File: config.mk
export PLATFORM = sky130hd
export DESIGN_NAME = char_stream_tokenizer
export DESIGN_NICKNAME = d
export VERILOG_FILES = /design/src/hw/rtl/cst_pkg.sv /design/src/hw/rtl/char_stream_tokenizer.sv
export SDC_FILE = /design/constraint.sdc
export NUM_CORES = 1
export LEC_CHECK = 0
export ABC_AREA = 1
export BUFFER_PORTS_ARGS = -buffer_cell sky130_fd_sc_hd__clkbuf_2
export CELL_PAD_IN_SITES_DETAIL_PLACEMENT = 0
export CELL_PAD_IN_SITES_GLOBAL_PLACEMENT = 2
export CORE_ASPECT_RATIO = 0.9
export CORE_UTILIZATION = 39
export CTS_CLUSTER_DIAMETER = 100
export CTS_CLUSTER_SIZE = 30
export DETAILED_ROUTE_END_ITERATION = 8
export GPL_ROUTABILITY_DRIVEN = 0
export HOLD_SLACK_MARGIN = 0.06
export PLACE_DENSITY = 0.76
export SLEW_MARGIN = 40
export SYNTH_ARGS = -nofsm -noshare
export SYNTH_HDL_FRONTEND = slang
export SYNTH_SLANG_ARGS = --single-unit
export TNS_END_PERCENT = 1
File: constraint.sdc
create_clock -name clk -period 5.1 [get_ports clk]
set_input_delay 1.02 -clock clk [delete_from_list [all_inputs] [get_ports clk]]
set_output_delay 1.02 -clock clk [all_outputs]
set_load 0.02 [all_outputs]
File: src/hw/rtl/cst_pkg.sv
// cst_pkg: widths, token kinds, scan modes and character-class helpers
// for the character stream tokenizer; no dependencies
`default_nettype none

package cst_pkg;

    localparam int OFFSET_BITS = 24;
    localparam int LINE_BITS   = 16;
    localparam int LENGTH_BITS = 8;

    localparam logic [LINE_BITS-1:0]   LINE_MAX   = {LINE_BITS{1'b1}};
    localparam logic [LENGTH_BITS-1:0] LENGTH_MAX = {LENGTH_BITS{1'b1}};
    localparam logic [LINE_BITS-1:0]   LINE_ONE   = LINE_BITS'(1);

    localparam int FIFO_DEPTH = 4;
    localparam int PTR_BITS   = $clog2(FIFO_DEPTH);
    localparam int CNT_BITS   = PTR_BITS + 1;

    typedef enum logic [1:0] {
        MODE_IDLE,
        MODE_NUM,
        MODE_IDENT
    } scan_mode_t;

    typedef enum logic [3:0] {
        KIND_EOF,
        KIND_ASSIGN,
        KIND_PLUS,
        KIND_STAR,
        KIND_SLASH,
        KIND_COMMA,
        KIND_SEMI,
        KIND_LPAREN,
        KIND_RPAREN,
        KIND_LBRACE,
        KIND_RBRACE,
        KIND_INT,
        KIND_IDENT,
        KIND_FUNCTION,
        KIND_LET,
        KIND_ILLEGAL
    } token_kind_t;

    // keyword prefix progress codes
    localparam logic [3:0] KW_NONE       = 4'd0;
    localparam logic [3:0] KW_FUNC_FIRST = 4'd1;
    localparam logic [3:0] KW_FUNC_LAST  = 4'd7;
    localparam logic [3:0] KW_FUNC_DONE  = 4'd8;
    localparam logic [3:0] KW_LET_FIRST  = 4'd9;
    localparam logic [3:0] KW_LET_LAST   = 4'd10;
    localparam logic [3:0] KW_LET_DONE   = 4'd11;

    localparam logic [7:0] KW_FUNCTION [8] = '{8'h66, 8'h75, 8'h6e, 8'h63,
                                               8'h74, 8'h69, 8'h6f, 8'h6e};
    localparam logic [7:0] KW_LET [3] = '{8'h6c, 8'h65, 8'h74};

    localparam logic [7:0] CH_NEWLINE    = 8'h0a;
    localparam logic [7:0] CH_UNDERSCORE = 8'h5f;
    localparam logic [7:0] CH_NUL        = 8'h00;

    typedef struct packed {
        token_kind_t              kind;
        logic [OFFSET_BITS-1:0]   start;
        logic [LENGTH_BITS-1:0]   length;
        logic [LINE_BITS-1:0]     line;
        logic [LINE_BITS-1:0]     column;
        logic                     last;
    } token_t;

    function automatic logic is_digit(input logic [7:0] c);
        return (c >= 8'h30) && (c <= 8'h39);
    endfunction

    function automatic logic is_alpha(input logic [7:0] c);
        return ((c >= 8'h61) && (c <= 8'h7a)) || ((c >= 8'h41) && (c <= 8'h5a));
    endfunction

    function automatic logic is_space(input logic [7:0] c);
        return (c == 8'h20) || ((c >= 8'h09) && (c <= 8'h0d));
    endfunction

    // KIND_EOF means not a punctuator
    function automatic token_kind_t punct_kind(input logic [7:0] c);
        token_kind_t k;
        case (c)
            8'h3d:   k = KIND_ASSIGN;
            8'h2b:   k = KIND_PLUS;
            8'h2a:   k = KIND_STAR;
            8'h2f:   k = KIND_SLASH;
            8'h2c:   k = KIND_COMMA;
            8'h3b:   k = KIND_SEMI;
            8'h28:   k = KIND_LPAREN;
            8'h29:   k = KIND_RPAREN;
            8'h7b:   k = KIND_LBRACE;
            8'h7d:   k = KIND_RBRACE;
            default: k = KIND_EOF;
        endcase
        return k;
    endfunction

    function automatic logic [3:0] kw_start(input logic [7:0] c);
        logic [3:0] r;
        r = KW_NONE;
        if (c == KW_FUNCTION[0])
            r = KW_FUNC_FIRST;
        else if (c == KW_LET[0])
            r = KW_LET_FIRST;
        return r;
    endfunction

    function automatic logic [3:0] kw_next(input logic [3:0] p, input logic [7:0] c);
        logic [3:0] r;
        r = KW_NONE;
        if ((p >= KW_FUNC_FIRST) && (p <= KW_FUNC_LAST))
        begin
            if (c == KW_FUNCTION[p[2:0]])
                r = p + 4'd1;
        end
        else if ((p == KW_LET_FIRST) || (p == KW_LET_LAST))
        begin
            // progress 9 and 10 select the second and third letter
            if (c == KW_LET[p[1:0]])
                r = p + 4'd1;
        end
        return r;
    endfunction

endpackage

`default_nettype wire

File: src/hw/rtl/char_stream_tokenizer.sv
// char_stream_tokenizer: byte-serial lexer with a small token queue
// depends on cst_pkg
`default_nettype none
//
//  channel  handshake            beat contents
//  -------  -------------------  ------------------------------------------------
//  input    in_valid, in_ready   ch, end_of_input
//  output   out_valid, out_ready token_kind, token_start, token_length,
//                                token_line, token_column, last_of_run
//
//  one byte is lexed per cycle while in_ready is high; scan state updates in the accepting cycle
//  each byte queues zero, one or two tokens in a four-entry token queue
//  tokens leave one per cycle while out_ready is high, so bytes that close
//  a run and also emit a token of their own put two beats on the output
//  in_ready is high while the queue holds two tokens or fewer
//  rst_n clears scan state, position (line and column to one) and the queue

module char_stream_tokenizer
    import cst_pkg::*;
(
    input  wire logic                   clk,
    input  wire logic                   rst_n,
    input  wire logic                   in_valid,
    output      logic                   in_ready,
    input  wire logic [7:0]             ch,
    input  wire logic                   end_of_input,
    output      logic                   out_valid,
    input  wire logic                   out_ready,
    output      logic [3:0]             token_kind,
    output      logic [OFFSET_BITS-1:0] token_start,
    output      logic [LENGTH_BITS-1:0] token_length,
    output      logic [LINE_BITS-1:0]   token_line,
    output      logic [LINE_BITS-1:0]   token_column,
    output      logic                   last_of_run
);

    scan_mode_t             mode_reg, mode_next;
    logic [3:0]             kw_reg, kw_next_v;
    logic [OFFSET_BITS-1:0] offset_reg, offset_next;
    logic [LINE_BITS-1:0]   line_reg, line_next;
    logic [LINE_BITS-1:0]   col_reg, col_next;
    logic [OFFSET_BITS-1:0] rs_offset_reg, rs_offset_next;
    logic [LINE_BITS-1:0]   rs_line_reg, rs_line_next;
    logic [LINE_BITS-1:0]   rs_col_reg, rs_col_next;
    logic [LENGTH_BITS-1:0] rlen_reg, rlen_next;

    token_t                 fifo_mem [FIFO_DEPTH];
    logic [PTR_BITS-1:0]    wr_ptr_reg, wr_ptr_next;
    logic [PTR_BITS-1:0]    rd_ptr_reg, rd_ptr_next;
    logic [CNT_BITS-1:0]    count_reg, count_next;

    logic        accept, pop;
    logic        eoi, run_active, cont_run, do_close, has_own;
    logic        c_digit, c_alpha, c_under, c_space;
    token_kind_t pk, close_kind;
    token_t      close_tok, own_tok, first_tok;
    logic [1:0]  n_tok;
    token_t      head;

    assign accept = in_valid && in_ready;
    assign pop    = out_valid && out_ready;

    assign c_digit = is_digit(ch);
    assign c_alpha = is_alpha(ch);
    assign c_under = (ch == CH_UNDERSCORE);
    assign c_space = is_space(ch);
    assign pk      = punct_kind(ch);
    assign eoi     = end_of_input || (ch == CH_NUL);

    assign run_active = (mode_reg == MODE_NUM) || (mode_reg == MODE_IDENT);
    assign cont_run   = !eoi && (((mode_reg == MODE_NUM) && c_digit) ||
                        ((mode_reg == MODE_IDENT) && (c_alpha || c_digit || c_under)));
    assign do_close   = run_active && !cont_run;

    // next scan state and position
    always_comb
    begin
        mode_next      = mode_reg;
        kw_next_v      = kw_reg;
        offset_next    = offset_reg;
        line_next      = line_reg;
        col_next       = col_reg;
        rs_offset_next = rs_offset_reg;
        rs_line_next   = rs_line_reg;
        rs_col_next    = rs_col_reg;
        rlen_next      = rlen_reg;
        if (eoi)
        begin
            mode_next = MODE_IDLE;
            kw_next_v = KW_NONE;
        end
        else
        begin
            offset_next = offset_reg + OFFSET_BITS'(1);
            if (ch == CH_NEWLINE)
            begin
                if (line_reg != LINE_MAX)
                    line_next = line_reg + LINE_ONE;
                col_next = LINE_ONE;
            end
            else if (col_reg != LINE_MAX)
            begin
                col_next = col_reg + LINE_ONE;
            end

            if (cont_run)
            begin
                if (rlen_reg != LENGTH_MAX)
                    rlen_next = rlen_reg + LENGTH_BITS'(1);
                if (mode_reg == MODE_IDENT)
                    kw_next_v = kw_next(kw_reg, ch);
            end
            else if (!c_space && (pk == KIND_EOF) && (c_digit || c_alpha || c_under))
            begin
                mode_next      = c_digit ? MODE_NUM : MODE_IDENT;
                kw_next_v      = c_digit ? KW_NONE : kw_start(ch);
                rs_offset_next = offset_reg;
                rs_line_next   = line_reg;
                rs_col_next    = col_reg;
                rlen_next      = LENGTH_BITS'(1);
            end
            else
            begin
                mode_next = MODE_IDLE;
                kw_next_v = KW_NONE;
            end
        end
    end

    // tokens caused by the current byte
    always_comb
    begin
        case (mode_reg)
            MODE_NUM:   close_kind = KIND_INT;
            MODE_IDENT:
            begin
                if (kw_reg == KW_FUNC_DONE)
                    close_kind = KIND_FUNCTION;
                else if (kw_reg == KW_LET_DONE)
                    close_kind = KIND_LET;
                else
                    close_kind = KIND_IDENT;
            end
            default:    close_kind = KIND_IDENT;
        endcase

        has_own = eoi || (!cont_run && !c_space &&
                          ((pk != KIND_EOF) || !(c_digit || c_alpha || c_under)));

        close_tok.kind   = close_kind;
        close_tok.start  = rs_offset_reg;
        close_tok.length = rlen_reg;
        close_tok.line   = rs_line_reg;
        close_tok.column = rs_col_reg;
        close_tok.last   = !has_own;

        if (eoi)
            own_tok.kind = KIND_EOF;
        else if (pk != KIND_EOF)
            own_tok.kind = pk;
        else
            own_tok.kind = KIND_ILLEGAL;
        own_tok.start  = offset_reg;
        own_tok.length = eoi ? LENGTH_BITS'(0) : LENGTH_BITS'(1);
        own_tok.line   = line_reg;
        own_tok.column = col_reg;
        own_tok.last   = 1'b1;

        first_tok = do_close ? close_tok : own_tok;
        n_tok     = {1'b0, do_close} + {1'b0, has_own};
    end

    // queue control
    always_comb
    begin
        in_ready    = (count_reg <= CNT_BITS'(FIFO_DEPTH - 2));
        wr_ptr_next = wr_ptr_reg;
        rd_ptr_next = rd_ptr_reg;
        count_next  = count_reg;
        if (accept)
            wr_ptr_next = wr_ptr_reg + PTR_BITS'(n_tok);
        if (pop)
            rd_ptr_next = rd_ptr_reg + PTR_BITS'(1);
        count_next = count_reg + (accept ? CNT_BITS'(n_tok) : CNT_BITS'(0))
                     - (pop ? CNT_BITS'(1) : CNT_BITS'(0));
    end

    always_ff @(posedge clk or negedge rst_n)
    begin
        if (!rst_n)
        begin
            mode_reg      <= MODE_IDLE;
            kw_reg        <= KW_NONE;
            offset_reg    <= '0;
            line_reg      <= LINE_ONE;
            col_reg       <= LINE_ONE;
            rs_offset_reg <= '0;
            rs_line_reg   <= LINE_ONE;
            rs_col_reg    <= LINE_ONE;
            rlen_reg      <= '0;
            wr_ptr_reg    <= '0;
            rd_ptr_reg    <= '0;
            count_reg     <= '0;
        end
        else
        begin
            if (accept)
            begin
                mode_reg      <= mode_next;
                kw_reg        <= kw_next_v;
                offset_reg    <= offset_next;
                line_reg      <= line_next;
                col_reg       <= col_next;
                rs_offset_reg <= rs_offset_next;
                rs_line_reg   <= rs_line_next;
                rs_col_reg    <= rs_col_next;
                rlen_reg      <= rlen_next;
            end
            wr_ptr_reg <= wr_ptr_next;
            rd_ptr_reg <= rd_ptr_next;
            count_reg  <= count_next;
        end
    end

    // token queue storage
    always_ff @(posedge clk)
    begin
        if (accept && (n_tok != 2'd0))
            fifo_mem[wr_ptr_reg] <= first_tok;
        if (accept && (n_tok == 2'd2))
            fifo_mem[wr_ptr_reg + PTR_BITS'(1)] <= own_tok;
    end

    assign head         = fifo_mem[rd_ptr_reg];
    assign out_valid    = (count_reg != '0);
    assign token_kind   = head.kind;
    assign token_start  = head.start;
    assign token_length = head.length;
    assign token_line   = head.line;
    assign token_column = head.column;
    assign last_of_run  = head.last;

endmodule

`default_nettype wire

==> results of run 1 <==
==> worst max-delay path, cell delays in order (launching register included) <==
cell and delay, ps:
dfrtp_4 800, inv_6 610, buf_12 350, o21ai_0 120
o22ai_1 230, clkbuf_2 230
==> power by group through the flow <==
stage	combinational (mW)	clock, mW	sequential, mW
floorplan	3.16	0	4.50
global placement	4.75	0	4.65
detailed placement	4.83	0	4.67
CTS	4.85	1.89	4.59
global route	5.29	1.99	4.66
finish	4.83	1.83	4.59
==> synthesized netlist by cell type, types with 3 or more instances <==
cell type / instances / area, um^2
buf_1: 3 / 11.3
inv_2: 8 / 30.0
xor2_1: 47 / 412
clkinv_1: 6 / 22.5
dfxtp_1: 32 / 641
dfrtp_1: 129 / 3230
buf_2: 38 / 190
buf_6: 5 / 56.3
nor2_1: 222 / 833
o22ai_1: 73 / 457
nand2_1: 426 / 1600
a21oi_1: 15 / 75.1
nand3_1: 296 / 1480
inv_1: 124 / 465
nand2_4: 4 / 45.0
o21ai_0: 444 / 2220
o31ai_1: 5 / 37.5
o21ai_1: 26 / 130
o21bai_1: 4 / 30.0
ha_1: 16 / 200
nor2_2: 13 / 81.3
nand2_2: 6 / 37.5
nor3b_1: 3 / 22.5
nor3_1: 28 / 140
clkbuf_1: 90 / 338
dfstp_2: 4 / 105
nand3b_1: 58 / 435
nand4_1: 20 / 125
edfxtp_1: 244 / 7330
buf_4: 4 / 30.0
==> cell type report <==
cell class | instances | area share, %
Clock buffer | 27 | 2.21
Clock inverter | 5 | 0.224
Inverter | 139 | 2.32
Multi-Input combinational cell | 1729 | 37.8
Sequential cell | 409 | 49.4
Tap cell | 697 | 3.81
Timing Repair Buffer | 120 | 4.25
==> metal layers <==
| metal | track usage (%) | up-vias | wire length [um] |
|---|---|---|---|
| met5 | 0 | - | 0 |
| met4 | 5.79 | 0 | 1420 |
| met3 | 2.85 | 90 | 3490 |
| met2 | 38.6 | 546 | 30500 |
| met1 | 33.9 | 8676 | 30400 |
| li1 | - | 8401 | - |
==> final timing paths <==
| kind | from | endpoint | slack [ps] |
|---|---|---|---|
| worst max-delay path | rd_ptr_reg[0] | token_start[5] | 1120 |
| worst min-delay path | rst_n | rd_ptr_reg[0] | 300 |
| worst max register to register | mode_reg[0] | fifo_mem[1][66] | 1950 |
| worst min register to register | fifo_mem[1][39] | fifo_mem[1][39] | 460 |
| max in group asynchronous | rst_n | col_reg[0] | 4120 |
| min in group clk | fifo_mem[1][39] | fifo_mem[1][39] | 460 |
==> logic make-up after synthesis <==
kind of cell	synth area share, %
xor gates and xnor gates	2.04
and+or+nand+nor	23.4
AOI/OAI and AO/OA	14.3
adders and majority gates	1.05
DFF	53.7
buffers and inverters	5.46
==> per-stage QoR <==
| step | utilization (%) | power (mW) | instance area [um^2] | setup WS (ps) | hold WS (ps) |
|---|---|---|---|---|---|
| 2_1_floorplan | - | 7.67 | 21100 | 260 | 421 |
| 3_3_place_gp | 41.9 | 9.40 | 22300 | 1180 | 433 |
| 4_1_cts | 43.0 | 11.3 | 22900 | 1030 | 459 |
| 5_1_grt | 43.1 | 11.9 | 22900 | 902 | 278 |
| 6_report | 43.1 | 11.2 | 22900 | 1120 | 296 |
| 3_5_place_dp | 42.0 | 9.50 | 22300 | 1060 | 437 |
==> impl_metrics.json, run 1 <==
{
  "path_clk_slew_ps": 120,
  "slew_violations": 0,
  "ys_types": 49,
  "layout-drive-gt1-share_pct": 8.56,
  "syn_area_um2": 21100,
  "largest_register_ffs": 276,
  "syn-num-nets": 2447,
  "rr_worst_depth": 17,
  "p_leak_nw": 8.78,
  "clockPowerShare_pct": 16.3,
  "crit_arrival_ps": 2960,
  "status": "finished with violations",
  "final-instance-count-excl-fill": 3126,
  "cap_violations": 0,
  "core_um2": 53200,
  "multi_input_area_um2": 8660,
  "grt_pass1_wl_um": 101000,
  "crit_type": "flop to primary output",
  "final_nets": 2447,
  "maxSlewHeadroom_pct": 39.4,
  "cts_resized": 0,
  "cts_inserted_buffers": 18,
  "route.detailed.drc": 6,
  "grt_antenna_before_repair": 0,
  "end_kind": "primary output",
  "drtIter0Drc": 1490,
  "dp.cells": 3093,
  "cts_tree": "done",
  "p_int_mw": 6.26,
  "setup_viol": 0,
  "tns_ps": 0,
  "p_sw_mw": 4.98,
  "max_freq_ghz": 0.251,
  "clkLatencyLatePin_ps": 560,
  "worstPathRequired_ps": 4080,
  "ioPinCount": 84,
  "synth_top_flop_cell": "edfxtp_1",
  "overflow": 0,
  "drtAntennaViolNets": 0,
  "n_antenna_cell": 0,
  "cts_setup_buffers": 0,
  "swShare_pct": 44.3,
  "hp-class": "input port to async pin",
  "ys_warn_count": 0,
  "first_pass_iters": 8,
  "cp-start-kind": "flop",
  "vias_per_cell": 5.67,
  "start_util_pct": 39.6,
  "die_w_um": 247,
  "port_buffers": 83,
  "p_seq_share_pct": 40.8,
  "syn_area_per_cell_um2": 8.71,
  "finClkSkew_ps": 29.0,
  "finalCritPeriodShare_pct": 78.0,
  "peakVddDrop_mv": 0.258,
  "wirelength_um": 65800,
  "track_usage_pct": 23.8,
  "wl_per_cell_um": 21.0,
  "grt_setup_unrepaired": "no",
  "final_cell_mix": "444 x o21ai_0, 422 x nand2_1, 292 x nand3_1",
  "rows": 80,
  "clock-sinks": 409,
  "final_common_cell": "o21ai_0",
  "async_flop_share_pct": 32.5,
  "powerDensity_nw_per_um2": 491,
  "root_buffer": "clkbuf_16",
  "cts-htree-levels": 1,
  "synth_seq_cells": 409,
  "clockBufferDepth": 3,
  "cp_max_fo": 81,
  "synth-seq-area-share_pct": 53.7,
  "synth-edff-count": 244,
  "dpl.hpwl_um": 38800,
  "violations": "design-rule violations",
  "synthToLayoutAreaGrowth_pct": 8.77,
  "grt_max_degree": 87,
  "fp.dieArea_um2": 54900,
  "hold_viol": 0,
  "p_comb_share_pct": 42.9,
  "cts.hold.buffers_added": 0,
  "vias": 17713,
  "die_height_um": 222,
  "area.sequential_um2": 11300,
  "period_needed_ps": 3980,
  "fill_cells": 5242,
  "netlist_instances": 2417,
  "worst_pin_slew_ps": 909,
  "grt_pass1_vias": 16796
}
Power figures use the tool's default switching activity.
==> run 2: changes to the inputs <==
ABC_AREA = 0   (was 1)
CORE_UTILIZATION = 45   (was 39)
clock period = 3.69 ns   (was 5.1 ns; I/O delays follow)
==> impl_metrics.json, run 2 <==
{
  "syn-num-nets": 1443,
  "slew_violations": 0,
  "syn_area_per_cell_um2": 13.8,
  "placed_area_um2": 21300,
  "crit-reg2reg-capture": "count_reg[2]",
  "max_freq_ghz": 0.313,
  "hp-class": "input port to async pin",
  "hold_viol": 0,
  "finalCritPeriodShare_pct": 86.6,
  "grt_setup_unrepaired": "no",
  "cap_violations": 0,
  "async_flop_share_pct": 32.5,
  "finClkSkew_ps": 34.5,
  "powerDensity_nw_per_um2": 570,
  "start_util_pct": 46.1,
  "post-place-ws_ps": 89.4,
  "clock-sinks": 409,
  "multi_input_area_um2": 7600,
  "design_area_um2": 21900,
  "cp-start-kind": "flop",
  "fin_hold_ws_ps": 223,
  "final-instance-count-excl-fill": 2043,
  "first_pass_iters": 5,
  "core_um2": 42300,
  "area.sequential_um2": 11300,
  "p_leak_nw": 8.07,
  "cts_setup_buffers": 0,
  "worstPathRequired_ps": 2950,
  "crit_arrival_ps": 2460,
  "dp.cells": 2011,
  "wirelength_um": 49400,
  "yosys.cell_count.top_type": "a22o_1",
  "status": "finished, final reports clean",
  "syn_area_um2": 19500,
  "synth_top_flop_cell": "edfxtp_1",
  "root_buffer": "clkbuf_16",
  "wl_per_cell_um": 24.2,
  "reg2reg_from": "mode_reg[0]",
  "final_common_cell": "a22o_1",
  "track_usage_pct": 22.6,
  "drtAntennaViolNets": 0,
  "dpl.hpwl_um": 31400,
  "tns_ps": 0,
  "synth-edff-count": 244,
  "die_w_um": 221,
  "largest_register_ffs": 276,
  "synthToLayoutAreaGrowth_pct": 12.3,
  "clockBufferDepth": 3,
  "path_clk_slew_ps": 120,
  "yosys.area.top_type": "edfxtp_1",
  "crit_type": "flop to primary output",
  "netlist_top_cells_area": "edfxtp_1 38%, dfrtp_1 17%, a22o_1 11%, mux4_2 8.0%, dfxtp_1 3.3%",
  "grt_antenna_before_repair": 0,
  "end_kind": "primary output",
  "vias": 12365,
  "ys_warn_count": 0,
  "netlist_instances": 1413,
  "n_antenna_cell": 0,
  "cts_inserted_buffers": 18,
  "ys_types": 72,
  "rows": 71,
  "fill_cells": 3570,
  "drtIter0Drc": 1026,
  "synth_seq_cells": 409,
  "maxSlewHeadroom_pct": 49.0,
  "fp.dieArea_um2": 44100,
  "synth-seq-area-share_pct": 58.0,
  "ys_top_cells_by_count": "250 x a22o_1, 244 x edfxtp_1, 129 x dfrtp_1",
  "cts-htree-levels": 1,
  "utilization_pct": 51.8,
  "port_buffers": 83,
  "grt_pass1_vias": 12009,
  "clkLatencyLatePin_ps": 570,
  "cts_tree": "done",
  "layout-drive-gt1-share_pct": 25.1,
  "overflow": 0,
  "period_needed_ps": 3200,
  "worst_pin_slew_ps": 756,
  "grt_pass1_wl_um": 75300,
  "ff2ff_setup_slack_ps": 670,
  "synth_top_area_share_pct": 37.6,
  "cp_max_fo": 26,
  "finalPower_mw": 12.5,
  "vias_per_cell": 6.05,
  "cts_resized": 0,
  "final_cell_mix": "250 x a22o_1, 244 x edfxtp_1, 127 x dfrtp_1",
  "die_height_um": 199,
  "route.detailed.drc": 0,
  "final_nets": 1514,
  "rr_worst_depth": 14,
  "ioPinCount": 84,
  "grt_max_degree": 77,
  "cts.hold.buffers_added": 0,
  "setup_ws_ps": 493,
  "setup_viol": 0,
  "peakVddDrop_mv": 0.372
}
run 2: report_power, final:
| part | total (mW) | switching, mW | internal, mW |
|---|---|---|---|
| combinational | 4.07 | 2.38 | 1.69 |
| clock | 2.48 | 1.47 | 1.01 |
| sequential | 5.92 | 0.511 | 5.41 |
| total | 12.5 | 4.37 | 8.11 |
run 2: worst max path at each step:
stage          slack [ps]                to     startpoint
2_1_floorplan        -350   fifo_mem[0][65]          ch[5]
3_3_place_gp           80   fifo_mem[3][50]          ch[5]
3_5_place_dp           90   fifo_mem[3][19]          ch[5]
4_1_cts               400  token_column[15]  rd_ptr_reg[0]
5_1_grt               360   token_column[1]  rd_ptr_reg[0]
6_report              490  token_column[15]  rd_ptr_reg[0]
run 2: worst max-delay path: stages (launching register included):
cell and delay, ps:
dfrtp_4 760, buf_12 320, mux4_2 610, clkbuf_2 190
run 2: cells by family after synthesis:
group	after synthesis	share of synthesized area [%]
adder cells (fa/ha/maj)	17	1.13
flip-flops	409	58.0
AND/OR/NAND/NOR	257	7.27
XOR/XNOR	57	2.56
buffers and inverters	160	3.69
multiplexers	131	11.5
AO/OA/AOI/OAI	382	15.8
run 2: routing by layer:
| metal | wire length, um | GRT usage [%] |
|---|---|---|
| met5 | 0 | 0 |
| met1 | 22600 | 32.3 |
| met4 | 610 | 4.01 |
| met3 | 2600 | 3.16 |
| met2 | 23600 | 37.3 |
run 2: final cells by class:
type	instances	share of cell area, %
inverters	28	0.560
repair buffers	183	7.31
flip-flops and latches	409	51.7
clock inverters	2	0.229
multi-input cells	844	34.7
well taps	547	3.13
clock buffers	30	2.36
